===== src/rtl/catmull_rom_path_3d_eval_assert.svh =====
// ----------------------------------------------------------------------------
// catmull_rom_path_3d_eval assertion macros
// shared property forms for the path evaluator checks
// ----------------------------------------------------------------------------
`ifndef CATMULL_ROM_PATH_3D_EVAL_ASSERT_SVH
`define CATMULL_ROM_PATH_3D_EVAL_ASSERT_SVH

// same-cycle implication, clocked on clk, held off during reset
`define CR3D_ASSERT_IMPL(lbl, ante, cons) \
    lbl: assert property (@(posedge clk) disable iff (!rst_n) (ante) |-> (cons)) \
        else $error("cr3d same-cycle check failed");

// next-cycle implication
`define CR3D_ASSERT_NEXT(lbl, ante, cons) \
    lbl: assert property (@(posedge clk) disable iff (!rst_n) (ante) |=> (cons)) \
        else $error("cr3d next-cycle check failed");

`endif


===== src/rtl/cr3d_pkg.sv =====
// ----------------------------------------------------------------------------
// cr3d_pkg
// constants, status codes and queue entry type of the path evaluator
// ----------------------------------------------------------------------------
package cr3d_pkg;

    localparam int MAX_POINTS  = 256;
    localparam int COORD_WIDTH = 32;
    localparam int FRAC_BITS   = 16;
    localparam int T_WIDTH     = 24;

    localparam int SEG_W  = T_WIDTH - FRAC_BITS;
    localparam int ADDR_W = $clog2(MAX_POINTS);
    localparam int CNT_W  = $clog2(MAX_POINTS + 1);
    localparam int CMP_W  = ((SEG_W > CNT_W) ? SEG_W : CNT_W) + 2;
    localparam int PT_W   = 3 * COORD_WIDTH;

    // horner accumulator: partial sums reach about 24 times a coordinate
    localparam int ACC_W  = COORD_WIDTH + 6;

    localparam int QDEPTH = 2;
    localparam int QPTR_W = (QDEPTH > 1) ? $clog2(QDEPTH) : 1;
    localparam int QCNT_W = $clog2(QDEPTH + 1);

    localparam logic [1:0] STATUS_EVAL   = 2'd0;
    localparam logic [1:0] STATUS_APPEND = 2'd1;
    localparam logic [1:0] STATUS_RANGE  = 2'd2;
    localparam logic [1:0] STATUS_FULL   = 2'd3;

    typedef struct packed {
        logic [1:0]           kind;
        logic [ADDR_W-1:0]    addr;
        logic [FRAC_BITS-1:0] frac;
        logic [PT_W-1:0]      point;
    } entry_t;

endpackage


===== src/rtl/cr3d_front.sv =====
// ----------------------------------------------------------------------------
// cr3d_front
// accepts items, tracks the point count and classifies each transaction
// ----------------------------------------------------------------------------
module cr3d_front (
    input  logic                            clk,
    input  logic                            rst_n,
    input  logic                            in_valid,
    output logic                            in_ready,
    input  logic                            mode,
    input  logic signed [cr3d_pkg::COORD_WIDTH-1:0] point_x,
    input  logic signed [cr3d_pkg::COORD_WIDTH-1:0] point_y,
    input  logic signed [cr3d_pkg::COORD_WIDTH-1:0] point_z,
    input  logic [cr3d_pkg::T_WIDTH-1:0]    param_t,
    input  logic                            q_full,
    output logic                            q_push,
    output cr3d_pkg::entry_t                q_data
);

    logic [cr3d_pkg::CNT_W-1:0] count_reg;
    logic [cr3d_pkg::CNT_W-1:0] count_next;
    logic [cr3d_pkg::SEG_W-1:0] seg;
    logic                       table_full;
    logic                       seg_ok;

    assign in_ready   = !q_full;
    assign q_push     = in_valid && in_ready;
    assign seg        = param_t[cr3d_pkg::T_WIDTH-1:cr3d_pkg::FRAC_BITS];
    assign table_full = (count_reg == cr3d_pkg::CNT_W'(cr3d_pkg::MAX_POINTS));
    // needs seg + 3 < count
    assign seg_ok     = ((cr3d_pkg::CMP_W'(seg) + cr3d_pkg::CMP_W'(3))
                         < cr3d_pkg::CMP_W'(count_reg));

    always_comb
    begin
        q_data.point = {point_x, point_y, point_z};
        q_data.frac  = param_t[cr3d_pkg::FRAC_BITS-1:0];
        q_data.addr  = cr3d_pkg::ADDR_W'(seg);
        count_next   = count_reg;
        if (!mode)
        begin
            q_data.addr = count_reg[cr3d_pkg::ADDR_W-1:0];
            if (table_full)
            begin
                q_data.kind = cr3d_pkg::STATUS_FULL;
            end
            else
            begin
                q_data.kind = cr3d_pkg::STATUS_APPEND;
                if (q_push)
                begin
                    count_next = count_reg + cr3d_pkg::CNT_W'(1);
                end
            end
        end
        else if (seg_ok)
        begin
            q_data.kind = cr3d_pkg::STATUS_EVAL;
        end
        else
        begin
            q_data.kind = cr3d_pkg::STATUS_RANGE;
        end
    end

    always_ff @(posedge clk or negedge rst_n)
    begin
        if (!rst_n)
        begin
            count_reg <= '0;
        end
        else
        begin
            count_reg <= count_next;
        end
    end

endmodule


===== config.mk =====
export PLATFORM = sky130hd
export DESIGN_NAME = cr3d_front
export DESIGN_NICKNAME = d
export VERILOG_FILES = /design/src/rtl/catmull_rom_path_3d_eval_assert.svh /design/src/rtl/cr3d_pkg.sv /design/src/rtl/cr3d_front.sv
export SDC_FILE = /design/constraint.sdc
export NUM_CORES = 1
export LEC_CHECK = 0
export BUFFER_PORTS_ARGS = -buffer_cell sky130_fd_sc_hd__buf_2
export CORE_AREA = 2 2 95 97
export DETAILED_ROUTE_END_ITERATION = 8
export DIE_AREA = 0 0 97 99
export SLEW_MARGIN = 25
export SYNTH_ARGS = -nofsm -noshare
export SYNTH_HDL_FRONTEND = slang
export SYNTH_SLANG_ARGS = --single-unit

===== constraint.sdc =====
create_clock -name clk -period 2.3 [get_ports clk]
set_input_delay 0.46 -clock clk [delete_from_list [all_inputs] [get_ports clk]]
set_output_delay 0.46 -clock clk [all_outputs]
set_load 0.01 [all_outputs]

==> impl_metrics.py <==
metrics = {
    "power_and_ir_drop": {
        "p_clk_share_pct": 22.0,
        "power_density_nw_per_um2": 625,
        "comb_power_share_pct": 49.2,
        "ir_drop_mv": 0.149,
        "seq_power_share_pct": 28.8,
        "totalPowerFinal_uw": 852,
        "p_sw_uw": 328,
        "intPower_uw": 524,
        "leakagePower_nw": 0.609,
        "p_sw_share_pct": 38.5,
    },
    "critical_path": {
        "critical-path-max-stage-delay_ns": 0.23,
        "worstPathRequired_ns": 1.84,
        "critPathSlowestCell": "a211oi_2",
        "endpoint_kind": "output pin",
        "start_kind": "primary input",
        "cp_max_fo": 3,
        "path_class": "primary input to output pin",
        "cp.buffers_inverters": 3,
        "critPathTopFamily": "compound AO/OA/AOI/OAI gates",
        "path_cells": "buf_8 > inv_4 > ha_4 > nor2_4 > and3_4 > xor2_1 > ha_2 > a21o_1 > a211oi_2 > o211ai_1 > and2_4 > buf_6",
        "arrival_ns": 2.13,
    },
    "status": {
        "status": "finished, violations left",
        "violations": "negative setup slack",
    },
    "routing": {
        "drc_errors": 0,
        "route.met2.wl_um": 1660,
        "top_layer": "met4",
        "first_pass_iters": 4,
        "viasPerCell": 3.92,
        "wl_per_cell_um": 13.9,
        "met3_length_um": 426,
        "drt_iter0_drc": 31,
        "wl_um": 3520,
        "wl_met1_um": 1120,
        "ant_nets": 0,
        "dr_total_vias": 993,
    },
    "global_route": {
        "grt_overflow_total": 0,
        "antenna_found_initial": 0,
        "track_usage_pct": 7.43,
        "grt_pass1_wl_um": 5490,
        "grt_max_degree": 19,
        "grt_pass1_vias": 1119,
    },
    "timing": {
        "rsz0062_at_grt": "true",
        "worst_slack_ns": -0.294,
        "fin_skew_ns": 0.00325,
        "hold_viol_final": 0,
        "setup_viol": 1,
        "finalCritPeriodShare_pct": 113,
        "finalCriticalPeriod_ns": 2.59,
        "worstMarginPinSlew_ns": 0.391,
        "slew_headroom_pct": 73.7,
        "maxSlewViolCount": 0,
        "fmaxAchievable_mhz": 386,
    },
    "synthesis": {
        "synth_area_sq_um": 1690,
        "synth_xor_area_share_pct": 7.25,
        "avgSynthCellArea_sq_um": 7.86,
        "synthAdderAreaFrac_pct": 8.14,
        "syn-num-nets": 351,
        "synth_top_area_cell": "buf_4",
        "ys_ff_latch": 9,
        "ys_types": 23,
        "syn_inst": 215,
        "ys_seq_area_share_pct": 13.3,
        "synth_top_family_by_area": "buffers and inverters",
        "synth_top_area_share_pct": 49.7,
        "synth-simple-area-share_pct": 9.18,
        "synthMuxAreaShare_pct": 0,
        "ys_top_cells_by_area": "buf_4 50%, dfrtp_1 13%, ha_1 8.1%",
        "synth_compound_area_share_pct": 8.59,
        "synth.yosys.warnings": 0,
    },
    "cells_and_area": {
        "largest_reg_flops": 9,
        "fillers": 957,
        "area_delta_synth_final_pct": -19.3,
        "antenna_cells": 0,
        "fin_nets": 282,
        "drive_gt1_share_pct": 37.9,
        "stdcell_area_sq_um": 1360,
        "postLayoutCoreUtil_pct": 15.9,
    },
    "clock_tree": {
        "clk-insertion-delay-late_ns": 0.24,
        "clock-sinks": 9,
        "cts_tree": "yes",
        "cts_buffers": 3,
        "cts_max_level": 1,
        "cts_buffer_depth": 2,
        "clk_pin_slew_ns": 0.05,
        "hold_buffers": 0,
        "clockRootBuffer": "clkbuf_8",
    },
    "floorplan": {
        "core_area_sq_um": 8550,
        "io_pins": 249,
        "fp.dieArea_sq_um": 9600,
        "initial_utilization_pct": 19.8,
        "die_x_um": 97,
        "fp-row-count": 34,
        "dieHeight_um": 99,
    },
    "hold_path": {
        "hold_class": "primary input to async pin",
    },
    "placed_design": {
        "dp_hpwl_um": 2870,
        "place_area_sq_um": 1230,
        "routabilityCongestion": 0.835,
        "port_buffers": 24,
    },
    "job": {
        "maxCapViolCount": 0,
    },
}
==> per-stage QoR <==
stage | cells | TNS, ns | hold WS, ns | setup WS [ns]
finish | 253 | -0.294 | 0.0775 | -0.294
global route | 253 | -0.360 | 0.0937 | -0.360
CTS | 253 | -0.304 | 0.0851 | -0.304
detailed placement | 248 | -0.373 | 0.336 | -0.373
global placement | 248 | -0.297 | 0.326 | -0.297
floorplan | 215 | 0 | 0.164 | 0.00473
==> cell type report <==
class                      instances  area [sq um]  area share [%]
inverter                          15          61.3            4.50
clock buffer                       4          45.0            3.30
tap                              108           135            9.91
timing repair buffer              40           267            19.5
multi-input combinational         77           631            46.2
sequential                         9           225            16.5
==> synth_stat cells <==
| master | instances |
|---|---|
| ha_1 | 11 |
| o2111ai_1 | 1 |
| nand4_1 | 6 |
| a2111oi_4 | 1 |
| nor4bb_1 | 1 |
| clkbuf_1 | 2 |
| a31oi_1 | 1 |
| buf_4 | 112 |
| and3_1 | 4 |
| dfrtp_1 | 9 |
| nand2_1 | 13 |
| xor2_1 | 3 |
| and2_1 | 1 |
| a211oi_1 | 1 |
| nor2_1 | 3 |
| o211ai_1 | 1 |
| nor4_1 | 1 |
| inv_1 | 15 |
| xnor2_1 | 11 |
| a21oi_1 | 3 |
| a21o_1 | 3 |
| o21ai_0 | 10 |
| nand3_1 | 2 |
==> layer usage <==
layer,track usage [%],up-vias
met5,0,-
met4,8.45,0
met3,4.47,55
met2,11.5,80
met1,6.13,421
li1,-,437
==> cells in the final DEF, fill, tap and decap left out, drive strengths merged, types with 4 or more instances in the layout <==
| master | synthesis | routed |
|---|---|---|
| xnor2 | 11 | 11 |
| buf | 112 | 40 |
| nand4 | 6 | 6 |
| and3 | 4 | 4 |
| dfrtp | 9 | 9 |
| clkbuf | 2 | 4 |
| inv | 15 | 15 |
| nand2 | 13 | 13 |
| ha | 11 | 11 |
| o21ai | 10 | 10 |
==> path summary, 6_finish.rpt <==
kind	startpoint	end	slack, ns	cells past startpoint
max	param_t[16]	q_data[121]	-0.29	12
min	rst_n	count_reg[0]	0.08	1
max reg2reg	count_reg[1]	count_reg[5]	0.34	8
min reg2reg	count_reg[8]	count_reg[8]	0.52	1
max in group asynchronous	rst_n	count_reg[5]	2.03	1
min in group clk	count_reg[8]	count_reg[8]	0.52	1
==> cells by family (layout without fill, tap and decap cells) <==
| group | after synthesis | in the layout |
|---|---|---|
| AND/OR/NAND/NOR | 31 | 31 |
| flip-flops | 9 | 9 |
| adder cells (fa/ha/maj) | 11 | 11 |
| XOR/XNOR | 14 | 14 |
| buffers and inverters | 129 | 59 |
| AO/OA/AOI/OAI | 21 | 21 |
==> power by group through the flow <==
stage	clock network (mW)	logic [mW]	registers, mW
2_1_floorplan	0	0.428	0.251
3_3_place_gp	0	0.401	0.246
3_5_place_dp	0	0.410	0.247
4_1_cts	0.190	0.429	0.246
5_1_grt	0.199	0.476	0.253
6_report	0.188	0.419	0.245
==> repair_timing <==
item / 4_1_cts / 5_1_grt
buffers inserted: 1 / 0
hold endpoints to repair: 0 / 0
resized for setup: 14 / 2
pin swaps: 12 / 2
endpoints found under the setup margin: 1 / 1
cloned: 0 / 0
Power figures use the tool's default switching activity.
