==> src/rtl/catmull_rom_path_3d_eval_assert.svh <==
// ----------------------------------------------------------------------------
// catmull_rom_path_3d_eval assertion macros
// shared property forms for the path evaluator checks
// ----------------------------------------------------------------------------
`ifndef CATMULL_ROM_PATH_3D_EVAL_ASSERT_SVH
`define CATMULL_ROM_PATH_3D_EVAL_ASSERT_SVH

// same-cycle implication, clocked on clk, held off during reset
`define CR3D_ASSERT_IMPL(lbl, ante, cons) \
    lbl: assert property (@(posedge clk) disable iff (!rst_n) (ante) |-> (cons)) \
        else $error("cr3d same-cycle check failed");

// next-cycle implication
`define CR3D_ASSERT_NEXT(lbl, ante, cons) \
    lbl: assert property (@(posedge clk) disable iff (!rst_n) (ante) |=> (cons)) \
        else $error("cr3d next-cycle check failed");

`endif

==> src/rtl/cr3d_pkg.sv <==
// ----------------------------------------------------------------------------
// cr3d_pkg
// constants, status codes and queue entry type of the path evaluator
// ----------------------------------------------------------------------------
package cr3d_pkg;

    localparam int MAX_POINTS  = 256;
    localparam int COORD_WIDTH = 32;
    localparam int FRAC_BITS   = 16;
    localparam int T_WIDTH     = 24;

    localparam int SEG_W  = T_WIDTH - FRAC_BITS;
    localparam int ADDR_W = $clog2(MAX_POINTS);
    localparam int CNT_W  = $clog2(MAX_POINTS + 1);
    localparam int CMP_W  = ((SEG_W > CNT_W) ? SEG_W : CNT_W) + 2;
    localparam int PT_W   = 3 * COORD_WIDTH;

    // horner accumulator: partial sums reach about 24 times a coordinate
    localparam int ACC_W  = COORD_WIDTH + 6;

    localparam int QDEPTH = 2;
    localparam int QPTR_W = (QDEPTH > 1) ? $clog2(QDEPTH) : 1;
    localparam int QCNT_W = $clog2(QDEPTH + 1);

    localparam logic [1:0] STATUS_EVAL   = 2'd0;
    localparam logic [1:0] STATUS_APPEND = 2'd1;
    localparam logic [1:0] STATUS_RANGE  = 2'd2;
    localparam logic [1:0] STATUS_FULL   = 2'd3;

    typedef struct packed {
        logic [1:0]           kind;
        logic [ADDR_W-1:0]    addr;
        logic [FRAC_BITS-1:0] frac;
        logic [PT_W-1:0]      point;
    } entry_t;

endpackage

==> src/rtl/cr3d_queue.sv <==
// ----------------------------------------------------------------------------
// cr3d_queue
// short fifo of classified transactions between front and back
// ----------------------------------------------------------------------------
module cr3d_queue (
    input  logic             clk,
    input  logic             rst_n,
    input  logic             push,
    input  cr3d_pkg::entry_t push_data,
    output logic             full,
    input  logic             pop,
    output logic             not_empty,
    output cr3d_pkg::entry_t head
);

    cr3d_pkg::entry_t              slot_reg [cr3d_pkg::QDEPTH];
    logic [cr3d_pkg::QPTR_W-1:0]   wr_ptr_reg;
    logic [cr3d_pkg::QPTR_W-1:0]   wr_ptr_next;
    logic [cr3d_pkg::QPTR_W-1:0]   rd_ptr_reg;
    logic [cr3d_pkg::QPTR_W-1:0]   rd_ptr_next;
    logic [cr3d_pkg::QCNT_W-1:0]   fill_reg;
    logic [cr3d_pkg::QCNT_W-1:0]   fill_next;
    logic                          do_push;
    logic                          do_pop;

    assign full      = (fill_reg == cr3d_pkg::QCNT_W'(cr3d_pkg::QDEPTH));
    assign not_empty = (fill_reg != '0);
    assign head      = slot_reg[rd_ptr_reg];
    assign do_push   = push && !full;
    assign do_pop    = pop && not_empty;

    always_comb
    begin
        wr_ptr_next = wr_ptr_reg;
        rd_ptr_next = rd_ptr_reg;
        fill_next   = fill_reg;
        if (do_push)
        begin
            wr_ptr_next = (wr_ptr_reg == cr3d_pkg::QPTR_W'(cr3d_pkg::QDEPTH - 1))
                        ? '0 : wr_ptr_reg + cr3d_pkg::QPTR_W'(1);
        end
        if (do_pop)
        begin
            rd_ptr_next = (rd_ptr_reg == cr3d_pkg::QPTR_W'(cr3d_pkg::QDEPTH - 1))
                        ? '0 : rd_ptr_reg + cr3d_pkg::QPTR_W'(1);
        end
        if (do_push && !do_pop)
        begin
            fill_next = fill_reg + cr3d_pkg::QCNT_W'(1);
        end
        else if (do_pop && !do_push)
        begin
            fill_next = fill_reg - cr3d_pkg::QCNT_W'(1);
        end
    end

    always_ff @(posedge clk or negedge rst_n)
    begin
        if (!rst_n)
        begin
            wr_ptr_reg <= '0;
            rd_ptr_reg <= '0;
            fill_reg   <= '0;
        end
        else
        begin
            wr_ptr_reg <= wr_ptr_next;
            rd_ptr_reg <= rd_ptr_next;
            fill_reg   <= fill_next;
        end
    end

    always_ff @(posedge clk)
    begin
        if (do_push)
        begin
            slot_reg[wr_ptr_reg] <= push_data;
        end
    end

endmodule

==> config.mk <==
export PLATFORM = sky130hd
export DESIGN_NAME = cr3d_queue
export DESIGN_NICKNAME = d
export VERILOG_FILES = /design/src/rtl/catmull_rom_path_3d_eval_assert.svh /design/src/rtl/cr3d_pkg.sv /design/src/rtl/cr3d_queue.sv
export SDC_FILE = /design/constraint.sdc
export NUM_CORES = 1
export LEC_CHECK = 0
export ABC_AREA = 1
export BUFFER_PORTS_ARGS = -buffer_cell sky130_fd_sc_hd__clkbuf_2
export CORE_MARGIN = 10
export CORE_UTILIZATION = 50
export CTS_CLUSTER_DIAMETER = 150
export DETAILED_ROUTE_END_ITERATION = 16
export GPL_TIMING_DRIVEN = 0
export PLACE_DENSITY = 0.77
export SETUP_SLACK_MARGIN = 0.15
export SYNTH_ARGS = -nofsm -noshare
export SYNTH_HDL_FRONTEND = slang
export SYNTH_SLANG_ARGS = --single-unit
==> constraint.sdc <==
create_clock -name clk -period 13 [get_ports clk]
set_input_delay 1.95 -clock clk [delete_from_list [all_inputs] [get_ports clk]]
set_output_delay 1.95 -clock clk [all_outputs]
set_load 0.03 [all_outputs]
==> results of run 1 <==
## synthesized netlist by cell type (all sizes together)
library cell  count  share of area, %
o21ai             1             0.055
nand4             1             0.069
nor2              3              0.12
nand3             2              0.11
inv               8              0.36
buf              27               2.3
xnor2             1             0.096
nand2           377                15
dfrtp             4               1.1
edfxtp          244                80
ha                1              0.14
## power by group through the flow
stage / clock network, mW / registers (mW) / logic [mW]
after floorplan: 0 / 1.16 / 0.812
after global placement: 0 / 1.19 / 1.19
after detailed placement: 0 / 1.14 / 1.23
after CTS: 0.689 / 1.13 / 1.24
after global routing: 0.726 / 1.14 / 1.32
final: 0.674 / 1.13 / 1.21
## final timing paths
check                                   startpoint                   endpoint  slack [ns]  cells after the start
setup / recovery            rd_ptr_reg$_DFFE_PN0P_                   head[72]        9.17                      7
hold / removal             fill_reg[1]$_DFFE_PN0P_    fill_reg[1]$_DFFE_PN0P_        0.49                      2
setup reg to reg           fill_reg[1]$_DFFE_PN0P_  slot_reg[1][22]$_DFFE_PP_       10.84                      5
hold reg to reg            fill_reg[1]$_DFFE_PN0P_    fill_reg[1]$_DFFE_PN0P_        0.49                      2
max in group asynchronous                    rst_n    fill_reg[1]$_DFFE_PN0P_       11.64                      1
min in group asynchronous                    rst_n     wr_ptr_reg$_DFFE_PN0N_        1.23                      1
## final cells by class
cell class,count,area share [%]
Timing Repair Buffer,254,11.7
Clock buffer,29,5.54
Multi-Input combinational cell,386,12.8
Clock inverter,15,1.11
Buffer,27,1.80
Tap cell,229,2.48
Inverter,8,0.325
Sequential cell,248,64.3
## cell families (layout without fill, tap and decap cells)
group | after synthesis | after routing | synth area share [%]
buffers and inverters | 35 | 333 | 2.63
flip-flops | 248 | 248 | 81.3
XOR/XNOR | 1 | 1 | 0.0959
AND/OR/NAND/NOR | 383 | 383 | 15.8
adder cells (fa/ha/maj) | 1 | 1 | 0.137
AO/OA/AOI/OAI | 1 | 1 | 0.0547
## per-layer routing
metal	global-route usage (%)	wire length, um	up-vias
met5	0	0	-
met4	5.79	555	0
met3	7.20	2390	41
met2	28.5	10300	246
met1	19.3	8160	2712
li1	-	-	2825
## worst max-delay path, cell delays in order (launching register included)
cell      delay, ns
dfrtp_1        0.35
buf_4          0.17
inv_4          0.08
buf_6          0.18
buf_6          0.17
nand2_1        0.07
nand2_1        0.11
clkbuf_2       0.23
==> results by group, run 1 <==
Floorplanning
  – Die Height: about 160 um
  – Core Footprint: 0.0180 mm^2
  – Initial Utilization: between 50% and 60%
  – Row count: 49
  – Die area: 0.0241 mm^2
  – # IOs: 250
  – Die width: 155 um

Finish
  – Most common cell after layout, fill and taps aside: nand2_1
  – Nets: 1,077
  – Layout cells sized above 1: 33.1%
  – Area Overhead vs Synth: 26.5%
  – Commonest non-fill, non-tap cells in the layout: 377 x nand2_1, 249 x clkbuf_2, 244 x edfxtp_1
  – Fillers: 1,319
  – Fin util: between 60% and 70%
  – FF+latch area: roughly 0.0074 mm^2
  – Cell Count, Final, Fillers Out: 1,196
  – Diodes inserted: 0
  – Fin area: roughly 0.012 mm^2
  – Largest register FFs: 244
  – Area of the multi-input gates: 0.00148 mm^2

Global route
  – All-Layer GR Usage: 17.0%
  – Largest net degree at the start of global routing: between 60 and 70
  – First-pass GRT wire length: 32,400 um
  – Total gr overflow: 0
  – Initial antenna violation count: 0
  – Vias in the first global route: 5,977

Placement
  – Pre-CTS setup slack: 9.25 ns
  – Post-Place Cells: 1,152
  – Dpl hpwl: 15,300 um
  – Placed cell areas: 0.0108 mm^2
  – IO Port Bufs: 249
  – GP Congestion: about 0.77

Critical path
  – Worst Path Max Fanout: 10
  – Critical Path RT: 11.05 ns
  – CP endpoint kind: output pin
  – Crit path kind: flop to output pin
  – Worst setup SP type: flop
  – CP arrival: roughly 1.9 ns

Pwr
  – LEAKAGE: 5.08 nW
  – Maximum vdd ir drop: around 0.19 mV
  – Power share of the sequential group: 37.4%
  – Sw Share: 40.7%
  – Pint: 1.79 mW
  – Sw power: around 1.2 mW
  – Comb power frac: about two fifths
  – P per Cell Area: about 260 mW/mm^2
  – Final total power: 3.02 mW
  – Clock Power Share: roughly 22%

Timing
  – Setup TNS: 0 ns
  – Post-route minimum period: 3.83 ns
  – Final Skew: approximately 0.011 ns
  – Worst Tran Pin Value: roughly 0.84 ns
  – Hold_ws: between 0.4 and 0.5 ns
  – Final setup vio count: 0
  – RSZ-0062 raised after global routing: no
  – Slew HR: 44.0%
  – Final Hold Vio Count: 0
  – Final WS setup: between 9 and 10 ns
  – Max-slew violations: 0
  – Fmax: 0.261 GHz
  – Tcrit/Tclk final: 29.5%

Clocking
  – Post-cts sizing count: 0
  – Worst-skew pair later-pin latency: roughly 0.52 ns
  – # hold bufs at CTS: 0
  – CTS root buf: clkbuf_16
  – Clk sinks: 248
  – Deepest clock path buffer count: 3
  – Post-CTS setup buffers: 0
  – CTS tree: done
  – Register clock-pin slew on the reported worst setup and hold paths: about 0.06 ns
  – TritonCTS buffer count: 25
  – H-tree Lvls: 1

Detailed routing
  – Routed len/inst: 17.9 um
  – Antenna-violating nets left: 0
  – DRC viols: 0
  – Post-Route WL: 21,500 um
  – Pre-Repair DR Iteration Count: 6
  – Routed vias: 5,824
  – Initial DRC count: 279
  – Vias/cell: 4.87

Logic synthesis
  – FF+latch count, synth: 248
  – Sequential cell area fraction in the yosys report: just over 80%
  – Post-synth cell types: 14
  – Mapped Cells: about 670
  – Syn Area/Cell: approximately 14 um^2
  – Post-Syn Area: a little over 0.009 mm^2
  – Ys Warns: 0
  – Syn_nets: 796

Run
  – Max Cap Violations: 0

Run status
  – Outcome: finished clean

Hold path
  – Worst hold path type: flop to flop
(Power assumes the default switching activity.)
==> run 2: changes to the inputs <==
CORE_UTILIZATION = 47   (was 50)
PLACE_DENSITY = 0.76   (was 0.77)
clock period = 3.4 ns   (was 13 ns; I/O delays follow)
==> run 2 against run 1 <==
Effect of this change: routed wire length up 1.2%; largest cell class unchanged; cell area up 0.91%; global-route usage down 0.73 points; combinational power rose to 3.9 times the previous value.
==> results by group, run 2 (synthesis results as in run 1) <==
Run status
  – Outcome: finished clean

Placement
  – Dpl hpwl: 15,500 um (+1.7%)
  – Pre-CTS setup slack: 1.12 ns (-8.13 ns)
  – GP Congestion: 0.771 (+0.77%)
  – IO Port Bufs: 249 (unchanged)

Floorplanning
  – Row count: 50 (+2.0%)
  – Die Height: 159 um (+2.7%)
  – Die width: 159 um (+2.7%)
  – Die area: 0.0254 mm^2 (+5.6%)
  – Core Footprint: 0.0189 mm^2 (+5.2%)
  – # IOs: 250 (unchanged)
  – Initial Utilization: 48.4% (-2.5 points)

Critical path
  – CP arrival: 1.88 ns (about the same)
  – R2R Setup Slk: 1.19 ns (-9.65 ns)
  – Reg2Reg Depth: 6 (+1)
  – Critical Path RT: 2.89 ns (-8.16 ns)
  – Worst r2r src: fill_reg[0]$_DFFE_PN0P_
  – Worst Path Max Fanout: 10 (unchanged)
  – CP endpoint kind: output pin
  – Crit path kind: flop to output pin
  – Worst setup SP type: flop
  – FF-to-FF End: slot_reg[0][87]$_DFFE_PP_

Clocking
  – TritonCTS buffer count: 26 (+4.0%)
  – Post-CTS setup buffers: 0 (unchanged)
  – H-tree Lvls: 1 (unchanged)
  – Deepest clock path buffer count: 3 (unchanged)
  – Register clock-pin slew on the reported worst setup and hold paths: 0.06 ns (about the same)
  – Clk sinks: 248 (unchanged)
  – CTS root buf: clkbuf_16
  – CTS tree: done
  – Worst-skew pair later-pin latency: 0.51 ns (about the same)

Pwr
  – Maximum vdd ir drop: 0.579 mV (+200%)
  – P per Cell Area: 990 mW/mm^2 (+280%)
  – Clock Power Share: 22.1% (-0.3 points)
  – Comb power frac: 40.5% (+0.3 points)
  – Sw power: 4.72 mW (+280%)
  – Power share of the sequential group: 37.4% (about the same)
  – Sw Share: 40.9% (+0.13 points)
  – Pint: 6.83 mW (+280%)
  – LEAKAGE: 5.09 nW (+0.25%)

Hold path
  – Worst hold path type: primary input to flop
  – Hold path start: push_data[67]
  – Hold path depth: 1 (-1)
  – Min-Delay Endpoint: slot_reg[1][67]$_DFFE_PP_

Global route
  – Total gr overflow: 0 (unchanged)
  – First-pass GRT wire length: 33,000 um (+2.0%)
  – Vias in the first global route: 5,952 (-0.42%)
  – All-Layer GR Usage: 16.3% (-0.73 points)
  – Initial antenna violation count: 4 (+4)
  – Largest net degree at the start of global routing: 39 (-43%)

Timing
  – Final Hold Vio Count: 0 (unchanged)
  – Final setup vio count: 0 (unchanged)
  – Fmax: 0.418 GHz
  – Post-route minimum period: 2.39 ns
  – Setup TNS: 0 ns (unchanged)
  – Worst Tran Pin Value: 0.624 ns (-0.214 ns)
  – Hold_ws: 0.186 ns (-0.302 ns)
  – Final Skew: 0.00918 ns (-0.00224 ns)
  – Max-slew violations: 0 (unchanged)
  – RSZ-0062 raised after global routing: no
  – Slew HR: 58.3% (+14 points)
  – Final WS setup: 1.01 ns (-8.16 ns)
  – Tcrit/Tclk final: 70.4%

Detailed routing
  – Post-Route WL: 21,700 um (+1.2%)
  – Pre-Repair DR Iteration Count: 4 (-2)
  – Routed vias: 5,799 (-0.43%)
  – DRC viols: 0 (unchanged)
  – Vias/cell: 4.69 (-3.7%)
  – Antenna-violating nets left: 0 (unchanged)
  – Routed len/inst: 17.6 um (-2.1%)
  – Initial DRC count: 320 (+15%)

Finish
  – Largest register FFs: 244 (unchanged)
  – Area Overhead vs Synth: 27.7%
  – Layout cells sized above 1: 33.2% (+0.070 points)
  – Nets: 1,081 (+0.37%)
  – Most common cell after layout, fill and taps aside: nand2_1
  – Fillers: 1,477 (+12%)
  – Commonest non-fill, non-tap cells in the layout: 377 x nand2_1, 249 x clkbuf_2, 244 x edfxtp_1

Run
  – Max Cap Violations: 0 (unchanged)
-- run 2: cell type report --
class,instances,area (um^2),share of cell area [%]
diodes,3,7.51,0.0644
plain buffers,27,208,1.78
clock buffers,36,709,6.08
clock inverters,12,67.6,0.579
inverters,8,36.3,0.311
multi-input cells,386,1480,12.7
flip-flops and latches,248,7430,63.7
well taps,260,325,2.79
repair buffers,257,1400,12.0
-- run 2: worst max-delay path by stage --
stage | startpoint | end | depth (start not counted)
after floorplan | fill_reg[0]$_DFFE_PN0P_ | slot_reg[0][0]$_DFFE_PP_ | 4
after global placement | push | slot_reg[0][83]$_DFFE_PP_ | 5
after detailed placement | push | slot_reg[0][107]$_DFFE_PP_ | 7
after CTS | rd_ptr_reg$_DFFE_PN0P_ | head[100] | 7
after global routing | rd_ptr_reg$_DFFE_PN0P_ | head[100] | 7
final | rd_ptr_reg$_DFFE_PN0P_ | head[32] | 7
-- run 2: critical path, stage by stage, from the launching register on --
cell and delay (ns):
dfrtp_1 0.36, buf_4 0.17, inv_4 0.08, buf_6 0.20
buf_6 0.17, nand2_1 0.06, nand2_1 0.10, clkbuf_2 0.22
-- run 2: repair_timing --
action	CTS	global route
endpoints found under the setup margin	0	0
hold endpoints to repair	4	0
gates resized for setup	0	0
hold buffers	1	0
-- run 2: metrics by stage --
stage	util, %	total power [mW]	cell area, um^2	std cells
2_1_floorplan	-	7.50	9150	669
3_3_place_gp	56.7	9.00	10700	1178
3_5_place_dp	57.5	9.13	10900	1185
4_1_cts	61.7	11.7	11700	1234
5_1_grt	61.7	12.2	11700	1237
6_report	61.7	11.5	11700	1237
-- run 2: power groups by stage --
stage	logic [mW]	clock network (mW)	registers, mW
floorplan	3.12	0	4.39
global route	5.07	2.74	4.37
finish	4.68	2.55	4.31
global placement	4.57	0	4.43
detailed placement	4.75	0	4.38
CTS	4.77	2.62	4.31
-- run 2: layer usage --
metal / wire length (um) / up-vias / GRT usage (%) / share of wire, %
li1: - / 2839 / - / -
met2: 11200 / 183 / 28.4 / 51
met3: 1580 / 44 / 4.78 / 7.3
met1: 8250 / 2731 / 18.4 / 38
met5: 13 / - / 0 / 0.060
met4: 702 / 2 / 6.66 / 3.2
